## config.mk

```make
export PLATFORM = sky130hd
export DESIGN_NAME = loss_plateau_ravine_tracker
export DESIGN_NICKNAME = d
export VERILOG_FILES = /design/src/hdl/lptr_pkg.sv /design/src/hdl/lptr_regs.sv /design/src/hdl/lptr_front.sv /design/src/hdl/lptr_core.sv /design/src/hdl/loss_plateau_ravine_tracker.sv
export SDC_FILE = /design/constraint.sdc
export NUM_CORES = 2
export LEC_CHECK = 0
export ABC_CLOCK_PERIOD_IN_PS = 18000
export BUFFER_PORTS_ARGS = -buffer_cell sky130_fd_sc_hd__buf_2
export CORE_ASPECT_RATIO = 0.75
export CORE_MARGIN = 4
export CORE_UTILIZATION = 54
export DETAILED_ROUTE_END_ITERATION = 10
export PLACE_DENSITY = 0.73
export SYNTH_ARGS = -nofsm -noshare
export SYNTH_HDL_FRONTEND = slang
export SYNTH_HIERARCHICAL = 1
export SYNTH_SLANG_ARGS = --single-unit
export TNS_END_PERCENT = 1
```

## constraint.sdc

```tcl
create_clock -name clk -period 18 [get_ports clk]
set_input_delay 0 -clock clk [delete_from_list [all_inputs] [get_ports clk]]
set_output_delay 0 -clock clk [all_outputs]
set_load 0.03 [all_outputs]
```

## src/hdl/lptr_pkg.sv

```systemverilog
// shared types, constants and register map of the loss plateau and ravine tracker
`default_nettype none

package lptr_pkg;

    localparam int LOSS_W   = 31;
    localparam int VEL_W    = 32;
    localparam int RADIUS_W = 16;
    localparam int COUNT_W  = 16;
    localparam int DIR_W    = 16;
    localparam int ADDR_W   = 4;
    localparam int DATA_W   = 32;

    localparam logic [RADIUS_W-1:0] RADIUS_ONE  = 16'd16384;
    localparam logic [RADIUS_W-1:0] RADIUS_KICK = 16'd32768;
    localparam logic [COUNT_W-1:0]  COUNT_MAX   = 16'hFFFF;

    localparam logic [LOSS_W-1:0]   FLAT_THRESHOLD_RST = 31'd1678;
    localparam logic [COUNT_W-1:0]  STUCK_LIMIT_RST    = 16'd8;
    localparam logic [15:0]         SHRINK_FACTOR_RST  = 16'd62259;

    // register indexes, byte address 4*index
    localparam logic [1:0] REG_FLAT_THRESHOLD = 2'd0;
    localparam logic [1:0] REG_STUCK_LIMIT    = 2'd1;
    localparam logic [1:0] REG_SHRINK_FACTOR  = 2'd2;

    typedef struct packed {
        logic [LOSS_W-1:0] loss;
        logic [DIR_W-1:0]  direction;
    } in_req_t;

    typedef struct packed {
        logic [RADIUS_W-1:0] radius;
        logic                ravine_flag;
        logic [COUNT_W-1:0]  stuck_count;
        logic [VEL_W-1:0]    velocity;
        logic [LOSS_W-1:0]   change_average;
        logic [DIR_W-1:0]    latched_direction;
    } out_req_t;

    typedef struct packed {
        logic [LOSS_W-1:0]  flat_threshold;
        logic [COUNT_W-1:0] stuck_limit;
        logic [15:0]        shrink_factor;
    } cfg_t;

    // front stage result handed to the recurrence stage
    typedef struct packed {
        logic [LOSS_W-1:0] abs_change;
        logic [VEL_W-1:0]  velocity;
        logic              falling;
        logic              first;
        logic [DIR_W-1:0]  direction;
    } stage_t;

endpackage

`default_nettype wire

```

## src/hdl/lptr_regs.sv

```systemverilog
// configuration register file with apb-style access
`default_nettype none

module lptr_regs (
    input  wire logic                        clk,
    input  wire logic                        rst_n,
    input  wire logic                        psel,
    input  wire logic                        penable,
    input  wire logic                        pwrite,
    input  wire logic [lptr_pkg::ADDR_W-1:0] paddr,
    input  wire logic [lptr_pkg::DATA_W-1:0] pwdata,
    output logic      [lptr_pkg::DATA_W-1:0] prdata,
    output logic                             pready,
    output lptr_pkg::cfg_t                   cfg
);
    import lptr_pkg::*;

    cfg_t       cfg_reg;
    logic [1:0] index;
    logic       wr_en;

    assign index  = paddr[ADDR_W-1:2];
    assign wr_en  = psel && penable && pwrite;
    assign pready = 1'b1;
    assign cfg    = cfg_reg;

    always_ff @(posedge clk or negedge rst_n)
    begin
        if (!rst_n)
        begin
            cfg_reg.flat_threshold <= FLAT_THRESHOLD_RST;
            cfg_reg.stuck_limit    <= STUCK_LIMIT_RST;
            cfg_reg.shrink_factor  <= SHRINK_FACTOR_RST;
        end
        else if (wr_en)
        begin
            unique case (index)
                REG_FLAT_THRESHOLD: cfg_reg.flat_threshold <= pwdata[LOSS_W-1:0];
                REG_STUCK_LIMIT:    cfg_reg.stuck_limit    <= pwdata[COUNT_W-1:0];
                REG_SHRINK_FACTOR:  cfg_reg.shrink_factor  <= pwdata[15:0];
                default:            ;
            endcase
        end
    end

    always_comb
    begin
        unique case (index)
            REG_FLAT_THRESHOLD: prdata = {1'b0, cfg_reg.flat_threshold};
            REG_STUCK_LIMIT:    prdata = {16'd0, cfg_reg.stuck_limit};
            REG_SHRINK_FACTOR:  prdata = {16'd0, cfg_reg.shrink_factor};
            default:            prdata = '0;
        endcase
    end

endmodule

`default_nettype wire

```

## src/hdl/lptr_front.sv

```systemverilog
// input stage: loss difference against the previous sample, input register
`default_nettype none

module lptr_front (
    input  wire logic              clk,
    input  wire logic              rst_n,
    input  wire logic              in_valid,
    output logic                   in_ready,
    input  wire lptr_pkg::in_req_t in_data,
    output logic                   stage_valid,
    input  wire logic              stage_ready,
    output lptr_pkg::stage_t       stage_data
);
    import lptr_pkg::*;

    logic              s1_valid_reg;
    logic              s1_valid_next;
    stage_t            s1_reg;
    stage_t            s1_next;
    logic [LOSS_W-1:0] prev_loss_reg;
    logic              prev_valid_reg;
    logic              accept;
    logic              loss_up;

    assign in_ready    = !s1_valid_reg || stage_ready;
    assign accept      = in_valid && in_ready;
    assign stage_valid = s1_valid_reg;
    assign stage_data  = s1_reg;

    assign loss_up = in_data.loss > prev_loss_reg;

    always_comb
    begin
        s1_next.abs_change = loss_up ? (in_data.loss - prev_loss_reg)
                                     : (prev_loss_reg - in_data.loss);
        s1_next.velocity   = prev_valid_reg
                             ? ({1'b0, prev_loss_reg} - {1'b0, in_data.loss})
                             : '0;
        s1_next.falling    = prev_valid_reg && (prev_loss_reg > in_data.loss);
        s1_next.first      = !prev_valid_reg;
        s1_next.direction  = in_data.direction;
        s1_valid_next      = accept || (s1_valid_reg && !stage_ready);
    end

    always_ff @(posedge clk or negedge rst_n)
    begin
        if (!rst_n)
        begin
            s1_valid_reg   <= 1'b0;
            prev_loss_reg  <= '0;
            prev_valid_reg <= 1'b0;
        end
        else
        begin
            s1_valid_reg <= s1_valid_next;
            if (accept)
            begin
                prev_loss_reg  <= in_data.loss;
                prev_valid_reg <= 1'b1;
            end
        end
    end

    always_ff @(posedge clk)
    begin
        if (accept)
        begin
            s1_reg <= s1_next;
        end
    end

endmodule

`default_nettype wire

```

## src/hdl/lptr_core.sv

```systemverilog
// recurrence stage: change average, radius, stuck counter, result register
`default_nettype none

module lptr_core (
    input  wire logic              clk,
    input  wire logic              rst_n,
    input  wire lptr_pkg::cfg_t    cfg,
    input  wire logic              stage_valid,
    output logic                   stage_ready,
    input  wire lptr_pkg::stage_t  stage_data,
    output logic                   out_valid,
    input  wire logic              out_ready,
    output lptr_pkg::out_req_t     out_data
);
    import lptr_pkg::*;

    logic                out_valid_reg;
    logic [RADIUS_W-1:0] radius_reg;
    logic [RADIUS_W-1:0] radius_next;
    logic                flag_reg;
    logic                flag_next;
    logic [COUNT_W-1:0]  steps_reg;
    logic [COUNT_W-1:0]  steps_next;
    logic [LOSS_W-1:0]   avg_reg;
    logic [LOSS_W-1:0]   avg_next;
    logic [VEL_W-1:0]    vel_reg;
    logic [DIR_W-1:0]    dir_reg;

    logic                advance;
    logic signed [32:0]  delta;
    logic                delta_neg;
    logic [31:0]         delta_mag;
    logic [63:0]         recip_prod;
    logic [28:0]         delta_q;
    logic [LOSS_W-1:0]   avg_step;
    logic [COUNT_W-1:0]  steps_inc;
    logic [31:0]         shrink_prod;
    logic [RADIUS_W-1:0] radius_shrunk;

    assign stage_ready = !out_valid_reg || out_ready;
    assign advance     = stage_valid && stage_ready;

    // avg' = floor((9*avg + d + 5) / 10) = avg + floor((d + 5 - avg) / 10)
    assign delta     = $signed({2'b00, stage_data.abs_change}) + 33'sd5
                     - $signed({2'b00, avg_reg});
    assign delta_neg = delta[32];
    // floor of a negative quotient: -floor((9 - delta) / 10)
    assign delta_mag = delta_neg ? 32'(33'sd9 - delta) : delta[31:0];
    // divide by ten through the reciprocal, exact for any 32-bit dividend
    assign recip_prod = 64'(delta_mag) * 64'h0000_0000_CCCC_CCCD;
    assign delta_q    = recip_prod[63:35];
    assign avg_step   = delta_neg ? (avg_reg - LOSS_W'(delta_q))
                                  : (avg_reg + LOSS_W'(delta_q));

    assign steps_inc     = (steps_reg == COUNT_MAX) ? COUNT_MAX : (steps_reg + 16'd1);
    assign shrink_prod   = 32'(radius_reg) * 32'(cfg.shrink_factor) + 32'd32768;
    assign radius_shrunk = shrink_prod[31:16];

    always_comb
    begin
        avg_next    = stage_data.first ? avg_reg : avg_step;
        radius_next = radius_reg;
        flag_next   = flag_reg;
        steps_next  = steps_inc;
        priority if (avg_next < cfg.flat_threshold)
        begin
            flag_next   = 1'b0;
            steps_next  = '0;
            radius_next = RADIUS_ONE;
        end
        else if (stage_data.falling)
        begin
            flag_next   = 1'b1;
            radius_next = radius_shrunk;
        end
        else if (steps_inc > cfg.stuck_limit)
        begin
            flag_next   = 1'b1;
            radius_next = RADIUS_KICK;
        end
    end

    always_ff @(posedge clk or negedge rst_n)
    begin
        if (!rst_n)
        begin
            out_valid_reg <= 1'b0;
            radius_reg    <= RADIUS_ONE;
            flag_reg      <= 1'b0;
            steps_reg     <= '0;
            avg_reg       <= '0;
            vel_reg       <= '0;
            dir_reg       <= '0;
        end
        else
        begin
            if (advance)
            begin
                out_valid_reg <= 1'b1;
                radius_reg    <= radius_next;
                flag_reg      <= flag_next;
                steps_reg     <= steps_next;
                avg_reg       <= avg_next;
                vel_reg       <= stage_data.velocity;
                dir_reg       <= stage_data.direction;
            end
            else if (out_ready)
            begin
                out_valid_reg <= 1'b0;
            end
        end
    end

    assign out_valid                  = out_valid_reg;
    assign out_data.radius            = radius_reg;
    assign out_data.ravine_flag       = flag_reg;
    assign out_data.stuck_count       = steps_reg;
    assign out_data.velocity          = vel_reg;
    assign out_data.change_average    = avg_reg;
    assign out_data.latched_direction = dir_reg;

    // a cleared counter only comes from reset or a flat region
    a_zero_count_calm: assert property (@(posedge clk) disable iff (!rst_n)
        (steps_reg == '0) |-> (!flag_reg && radius_reg == RADIUS_ONE))
        else $error("zero stuck count with flag or radius set");

    // the radius leaves 1.0 only together with the ravine flag
    a_flag_radius: assert property (@(posedge clk) disable iff (!rst_n)
        !flag_reg |-> (radius_reg == RADIUS_ONE))
        else $error("radius moved without ravine flag");

    // the first sample reports no velocity and keeps the average
    a_first_sample: assert property (@(posedge clk) disable iff (!rst_n)
        (advance && stage_data.first) |=> (vel_reg == '0 && $stable(avg_reg)))
        else $error("first sample changed velocity or average");

    // every request taken from the front stage shows up as a result
    a_result_shown: assert property (@(posedge clk) disable iff (!rst_n)
        advance |=> out_valid_reg)
        else $error("result register missed a request");

endmodule

`default_nettype wire

```

## src/hdl/loss_plateau_ravine_tracker.sv

```systemverilog
// top level of the loss plateau and ravine tracker
//
//  channel  | handshake               | payload
//  ---------+-------------------------+-------------------------------------------
//  input    | in_valid / in_ready     | in_data: loss (Q7.24), direction (Q3.13)
//  output   | out_valid / out_ready   | out_data: radius, ravine_flag, stuck_count,
//           |                         |   velocity, change_average, latched_direction
//  config   | psel / penable / pready | paddr, pwdata, prdata (32 bit)
//
// one request per cycle sustained while out_ready stays high; the input register
//   loads at the accepting edge and the result register takes the request from it
//   once stage_ready is high, which raises out_valid
// the per-cycle limit is the change average loop: subtract, reciprocal divide
//   by ten, add and threshold compare all sit between the two registers
// reset (rst_n low) clears the previous loss, the average, the counter and the
//   flag, sets the radius to 1.0 and loads the register defaults
// a stalled output holds its result; the input register still takes one more
//   request behind it, then in_ready drops until out_ready returns
`default_nettype none

module loss_plateau_ravine_tracker (
    input  wire logic                        clk,
    input  wire logic                        rst_n,
    input  wire logic                        in_valid,
    output logic                             in_ready,
    input  wire lptr_pkg::in_req_t           in_data,
    output logic                             out_valid,
    input  wire logic                        out_ready,
    output lptr_pkg::out_req_t               out_data,
    input  wire logic                        psel,
    input  wire logic                        penable,
    input  wire logic                        pwrite,
    input  wire logic [lptr_pkg::ADDR_W-1:0] paddr,
    input  wire logic [lptr_pkg::DATA_W-1:0] pwdata,
    output logic      [lptr_pkg::DATA_W-1:0] prdata,
    output logic                             pready
);
    import lptr_pkg::*;

    // live configuration; the user must write it only while no request is in flight, the block does not enforce it
    cfg_t   cfg;

    // front stage to recurrence stage
    logic   stage_valid;
    logic   stage_ready;
    stage_t stage_data;

    // register file: flat threshold, stuck limit, shrink factor
    lptr_regs u_regs (
        .clk     (clk),
        .rst_n   (rst_n),
        .psel    (psel),
        .penable (penable),
        .pwrite  (pwrite),
        .paddr   (paddr),
        .pwdata  (pwdata),
        .prdata  (prdata),
        .pready  (pready),
        .cfg     (cfg)
    );

    // absolute loss change, velocity and falling flag against the previous sample
    lptr_front u_front (
        .clk         (clk),
        .rst_n       (rst_n),
        .in_valid    (in_valid),
        .in_ready    (in_ready),
        .in_data     (in_data),
        .stage_valid (stage_valid),
        .stage_ready (stage_ready),
        .stage_data  (stage_data)
    );

    // average update, flat / falling / stuck decision and the result register
    lptr_core u_core (
        .clk         (clk),
        .rst_n       (rst_n),
        .cfg         (cfg),
        .stage_valid (stage_valid),
        .stage_ready (stage_ready),
        .stage_data  (stage_data),
        .out_valid   (out_valid),
        .out_ready   (out_ready),
        .out_data    (out_data)
    );

endmodule

`default_nettype wire
```

==> After elaboration in Yosys (flattened, before gate mapping) <==
Index checks and enable logic that the tools add are counted.
{ "op_classes": {"multipliers": 2, "mux": 15, "eq_ne": 3, "n_lt_le_gt_ge": 4, "n_addsub": 10, "reduce_logical": 20} }
{ "op_table": {"columns": ["operator", "n"], "rows": [
  ["$mux W31", 3],
  ["$pmux W31 S3", 1],
  ["$mux W16", 5],
  ["$mul A32 B32 Y64 const B", 1],
  ["$gt A31 B31 Y1", 2],
  ["$sub A31 B31 Y31", 2],
  ["$sub A32 B31 Y33", 1],
  ["$add A31 B3 Y32 const B", 1],
  ["$add A32 B16 Y32 const B", 1],
  ["$mul A16 B16 Y32", 1],
  ["$mux W32", 1],
  ["$sub A31 B31 Y32", 1],
  ["$sub A5 B32 Y32 const A", 1],
  ["$add A31 B29 Y31", 1],
  ["$lt A31 B31 Y1", 1],
  ["$sub A31 B29 Y31", 1],
  ["$add A16 B1 Y16 const B", 1],
  ["$eq A16 B16 Y1 const B", 1],
  ["$gt A16 B16 Y1", 1],
  ["$reduce_and A2 Y1", 4],
  ["$logic_and A1 B1 Y1", 6],
  ["$mux W1", 5],
  ["$logic_not A1 Y1", 4],
  ["$logic_or A1 B1 Y1", 3],
  ["other kinds (5)", 5]
]} }
{ "word_totals": {"regBits": 290, "inputBits": 90} }

==> Logic depth before layout (Yosys ltp) <==
{ "depth": {"word_depth": 11, "mapped_depth": 74, "mapped_depth_nobuf": 72} }

==> Hierarchy <==
Netlist, hierarchy kept.
{ "modules_own_cells": {"columns": ["module", "n_inst", "area_per_inst_um2", "cells_each"], "rows": [
  ["lptr_core", 1, 37076.8, 4205],
  ["lptr_front", 1, 7588.5, 778],
  ["lptr_regs", 1, 2872.8, 211]
]} }

==> Worst setup path before layout <==
OpenSTA, ideal clock, no wires.
{ "synth_path": {"path_kind": "reg2reg", "startpoint": "reg u_core.avg_reg[1]", "endpoint": "reg u_core.radius_reg[14]", "arrival_time_ps": 15430, "n_path_buf": 3, "path_stages_with_launch": 66, "setup_slack_ps": 2492, "period_less_slack_ps": 15508, "path_cell_list": "dfrtp_1 > ha_1 > inv_1 > ha_1 > inv_1 > fa_1 > nor2b_1 > o21a_1 > o21ai_0 > a211o_1 > o21ai_0 > o2111ai_1 > a31o_2 > a211oi_1 > nand4b_1 > nor4_1 > a41oi_1 > xor2_1 > (+30 left out) > a41o_1 > o211ai_1 > o211ai_1 > nand3_1 > nand4_1 > and2_1 > clkbuf_1 > a221oi_1 > o211ai_1 > a2111oi_0 > ha_1 > nand4_1 > or2_2 > o21ai_0 > a31o_2 > clkbuf_1 > a21oi_1 > o21ai_0"} }
{ "synth_between": {"elab_chain_len": 10, "elab_cells_between_ends": 12} }
{ "synth_lines": {"columns": ["item", "line_no", "text"], "rows": [
  ["start: declaration", "lptr_core.sv:24", "logic [LOSS_W-1:0] avg_reg;"],
  ["start signal: assignment", "lptr_core.sv:103", "avg_reg <= avg_next;"],
  ["$sub A32 B31 Y33", "lptr_core.sv:45", "- $signed({2'b00, avg_reg});"],
  ["$sub A5 B32 Y32", "lptr_core.sv:48", "assign delta_mag = delta_neg ? 32'(33'sd9 - delta) : delta[31:0];"],
  ["$mux W32", "lptr_core.sv:48", null],
  ["$mul A32 B32 Y64", "lptr_core.sv:50", "assign recip_prod = 64'(delta_mag) * 64'h0000_0000_CCCC_CCCD;"],
  ["$add A31 B29 Y31 / $sub A31 B29 Y31 (equally long branches)", "lptr_core.sv:53, lptr_core.sv:52", null],
  ["$mux W31 (*)", "lptr_core.sv:52", "assign avg_step = delta_neg ? (avg_reg - LOSS_W'(delta_q))"],
  ["$mux W31 (*)", "lptr_core.sv:61", "avg_next = stage_data.first ? avg_reg : avg_step;"],
  ["named net u_core.avg_next[30]", "lptr_core.sv:25", "logic [LOSS_W-1:0] avg_next;"],
  ["$lt A31 B31 Y1 (*)", "lptr_core.sv:65", "priority if (avg_next < cfg.flat_threshold)"],
  ["$reduce_bool A3 Y1 (no line)", null, null],
  ["$reduce_and A2 Y1 (no line)", null, null],
  ["end signal: assignment", "lptr_core.sv:100", "radius_reg <= radius_next;"],
  ["end: declaration", "lptr_core.sv:18", "logic [RADIUS_W-1:0] radius_reg;"]
]} }
Mark *: on every way through the listed nets, which the timed path passes. The rest lies on a longest branch.
A chain may end at the register's enable or synchronous reset.

==> Final worst setup path <==
{ "layout_path": {"startpoint": "reg u_core.avg_reg[5]", "endpoint": "reg u_core.radius_reg[2]"} }
Same word-level chain as after synthesis.

==> impl_metrics.prom <==
# TYPE chip_impl_metric gauge
chip_impl_metric{name="routabilityCongestion",unit=""} 1.01
chip_impl_metric{name="holdWs",unit="ns"} -0.00906
chip_impl_metric{name="timing.max_cap.violations",unit=""} 0
chip_impl_metric{name="die_w",unit="um"} 351
chip_impl_metric{name="place_hpwl",unit="mm"} 116
chip_impl_metric{name="timing.final.crit_share",unit=""} 0.952
chip_impl_metric{name="final_net_count",unit=""} 6799
chip_impl_info{name="synthFlopType",value="sky130_fd_sc_hd__dfrtp_1"} 1
chip_impl_metric{name="final.setup.tns",unit="ns"} 0
chip_impl_metric{name="cp.arrival",unit="ns"} 17.59
chip_impl_metric{name="drc",unit=""} 0
chip_impl_metric{name="preCtsSetupSlack",unit="ns"} 0.316
chip_impl_metric{name="groute.usage.overall",unit=""} 0.303
chip_impl_metric{name="achievable-frequency",unit="MHz"} 58.4
chip_impl_metric{name="postSynth.asyncResetShare",unit=""} 0.721
chip_impl_metric{name="crit_buf_inv",unit=""} 8
chip_impl_metric{name="multi_input_area",unit="um2"} 35500
chip_impl_metric{name="post_synth_instance_area",unit="um2"} 47500
chip_impl_metric{name="finish.cell_count_without_fillers",unit=""} 6613
chip_impl_info{name="tritoncts",value="yes"} 1
chip_impl_metric{name="relSlewSlack",unit=""} 0.196
chip_impl_metric{name="average_footprint_of_a_synthesized_cell",unit="um2"} 9.15
chip_impl_metric{name="dp.cells",unit=""} 6469
chip_impl_metric{name="clk_pin_slew_worst_paths",unit="ns"} 0.07
chip_impl_metric{name="postSynthRegisterBits",unit=""} 290
chip_impl_info{name="status",value="complete, but fails checks"} 1
chip_impl_info{name="critical_path.endpoint_type",value="register"} 1
chip_impl_info{name="critical_path.most_common_cell",value="sky130_fd_sc_hd__ha_1"} 1
chip_impl_metric{name="grt_antenna_before_repair",unit=""} 6
chip_impl_metric{name="io_pins",unit=""} 237
chip_impl_metric{name="first_pass_grt_wire_length",unit="mm"} 220
chip_impl_info{name="cp_slowest_cell",value="sky130_fd_sc_hd__xnor2_1"} 1
chip_impl_metric{name="overflow",unit=""} 0
chip_impl_metric{name="fill_cells",unit=""} 7532
chip_impl_metric{name="drt_iter0_markers",unit=""} 3733
chip_impl_metric{name="number_of_clock_buffers_inserted_by_tritoncts",unit=""} 28
chip_impl_metric{name="synth-seq-area-share",unit=""} 0.162
chip_impl_metric{name="hold_violations",unit=""} 2
chip_impl_metric{name="ratio_of_cells_with_drive_above_1_in_the_final_layout",unit=""} 0.0969
chip_impl_metric{name="initial_utilization",unit=""} 0.549
chip_impl_info{name="hold_path_class",value="input port to async pin"} 1
chip_impl_metric{name="fp.dieArea",unit="um2"} 92900
chip_impl_metric{name="max-clock-path-buffers",unit=""} 3
chip_impl_metric{name="pre_antenna_drt_iters",unit=""} 6
chip_impl_metric{name="synth_enable_flop_cells",unit=""} 81
chip_impl_metric{name="final_antenna_net_count",unit=""} 0
chip_impl_metric{name="vias_per_cell",unit=""} 5.75
chip_impl_metric{name="drt-total-wl",unit="mm"} 140
chip_impl_metric{name="synth-warning-count",unit=""} 6
chip_impl_metric{name="mappedNetlistNets",unit=""} 6545
chip_impl_metric{name="seqCellArea",unit="um2"} 7680
chip_impl_info{name="failed_checks",value="hold timing"} 1
chip_impl_metric{name="path_max_fanout",unit=""} 19
chip_impl_metric{name="port_buffers",unit=""} 231
chip_impl_info{name="criticalPathCategory",value="register to register"} 1
chip_impl_metric{name="setup_ws",unit="ns"} 0.865
chip_impl_metric{name="critical_path.max_stage_delay",unit="ns"} 0.88
chip_impl_metric{name="clock_sinks",unit=""} 290
chip_impl_metric{name="core_area",unit="um2"} 86600
chip_impl_metric{name="chip_height",unit="um"} 265
chip_impl_metric{name="r2r_setup_slack",unit="ns"} 0.86
chip_impl_metric{name="syn_to_final_growth",unit="%"} 9.16
chip_impl_metric{name="synth_cell_type_count",unit=""} 114
chip_impl_metric{name="max_reg_flops",unit=""} 81
chip_impl_metric{name="grt_pass1_vias",unit=""} 38000
chip_impl_metric{name="timing_max_transition_violations_final",unit=""} 0
chip_impl_metric{name="vias",unit=""} 38000
chip_impl_metric{name="post_synth_inst_count",unit=""} 5194
chip_impl_info{name="cts-root-buf",value="sky130_fd_sc_hd__clkbuf_16"} 1
chip_impl_metric{name="worst_clock_skew",unit="ns"} 0.0276
chip_impl_metric{name="avgRoutedWirePerCell",unit="um"} 21.2
chip_impl_info{name="crit_path_start_kind",value="register"} 1
chip_impl_metric{name="grt_start_max_net_pins",unit=""} 83
chip_impl_metric{name="clk_latency",unit="ns"} 0.57
chip_impl_metric{name="actual_slew_at_the_worst_max_slew_pin",unit="ns"} 1.20
chip_impl_metric{name="setup_viol_count_final",unit=""} 0
chip_impl_metric{name="cp.required",unit="ns"} 18.45
chip_impl_metric{name="min_period",unit="ns"} 17.14
chip_impl_metric{name="floorplan.rows",unit=""} 93
chip_impl_info{name="critPathTopFamily",value="adder cells"} 1
chip_impl_metric{name="htreeDepth",unit=""} 1
worst register-to-register path: cells and delay by family, from the launching register on:
kind,cells,cell delay [ns]
AOI/OAI and AO/OA,18,4.78
xor gates and xnor gates,3,1.33
buffers and inverters,8,1.43
and+or+nand+nor,13,3.44
DFF,1,0.49
adders and majority gates,13,5.55
synthesized netlist by cell type (all sizes together) (97+ instances only):
cell    instances  area [um2]
a21oi         211        1070
dfrtp         191        4780
and2          131         820
clkbuf        110         414
nand2         580        2180
inv          1000        3750
xor2           97         850
o21ai         236        1180
nor2          171         642
fa            602       12100
ha            659        8250
a21o          105         788
xnor2         130        1150
placed cells by master, fill, tap and decap left out, types with 61 or more instances in the layout:
master	Yosys	layout
sky130_fd_sc_hd__nor2_1	171	170
sky130_fd_sc_hd__buf_2	17	230
sky130_fd_sc_hd__fa_1	602	602
sky130_fd_sc_hd__ha_1	659	658
sky130_fd_sc_hd__dfrtp_1	191	191
sky130_fd_sc_hd__edfxtp_1	81	81
sky130_fd_sc_hd__nor3_1	62	61
sky130_fd_sc_hd__mux2_2	69	69
sky130_fd_sc_hd__a21o_1	105	105
sky130_fd_sc_hd__xor2_1	97	94
sky130_fd_sc_hd__nand2_1	580	578
sky130_fd_sc_hd__buf_4	8	76
sky130_fd_sc_hd__xnor2_1	129	126
sky130_fd_sc_hd__and2_1	131	130
sky130_fd_sc_hd__dlygate4sd3_1	0	82
sky130_fd_sc_hd__a21oi_1	208	208
sky130_fd_sc_hd__inv_1	1000	999
sky130_fd_sc_hd__o21ai_0	227	224
timing repair:
action / in CTS / in global routing
setup buffers: 0 / 7
endpoints found under the setup margin: 0 / 33
hold endpoints to repair: 194 / 0
hold buffers: 82 / 0
gates resized for setup: 0 / 30
final timing paths:
kind,to,depth (start not counted),start
min reg2reg,u_core/dir_reg[4],2,u_front/stage_data[4]
max,u_core/radius_reg[2],55,u_core/avg_reg[5]
min in group clk,u_regs/cfg[23],4,penable
max in group asynchronous,u_front/prev_loss_reg[0],3,rst_n
min,u_front/prev_loss_reg[30],2,rst_n
max reg2reg,u_core/radius_reg[2],55,u_core/avg_reg[5]
cells by family (layout without fill, tap and decap cells):
| family | after synthesis | after routing | share of synthesized area |
|---|---|---|---|
| xor+xnor | 227 | 227 | 0.0420 |
| buf+inv | 1167 | 1443 | 0.0948 |
| fa+ha+maj | 1261 | 1261 | 0.427 |
| flops | 290 | 290 | 0.162 |
| mux | 120 | 120 | 0.0274 |
| simple gates | 1264 | 1264 | 0.128 |
| compound gates | 863 | 863 | 0.119 |
| other cells | 2 | 5 | 0.000158 |
cell type report:
type,count,area share
flip-flops and latches,290,0.148
repair buffers,390,0.0497
well taps,1140,0.0275
multi-input cells,3737,0.684
clock buffers,38,0.0156
clock inverters,14,0.00219
inverters,1001,0.0724
diodes,3,0.000145
routing by layer:
metal	global-route usage	share of wire	vias to the layer above
met5	0	0.000093	-
met2	0.440	0.42	1641
li1	-	-	17500
met4	0.0518	0.020	2
met3	0.0857	0.11	164
met1	0.457	0.45	18700
metrics by stage:
stage                util  hold slack [ns]  instance area, um2
floorplan               -           -0.296               47500
global placement    0.577          0.00527               49900
detailed placement  0.577           0.0130               49900
CTS                 0.597           0.0121               51700
global route        0.599           0.0594               51900
finish              0.599         -0.00906               51900
Power is left out: the tool's default activity adds up to more than one toggle a clock period on the data nets, which glitch-free logic cannot reach.
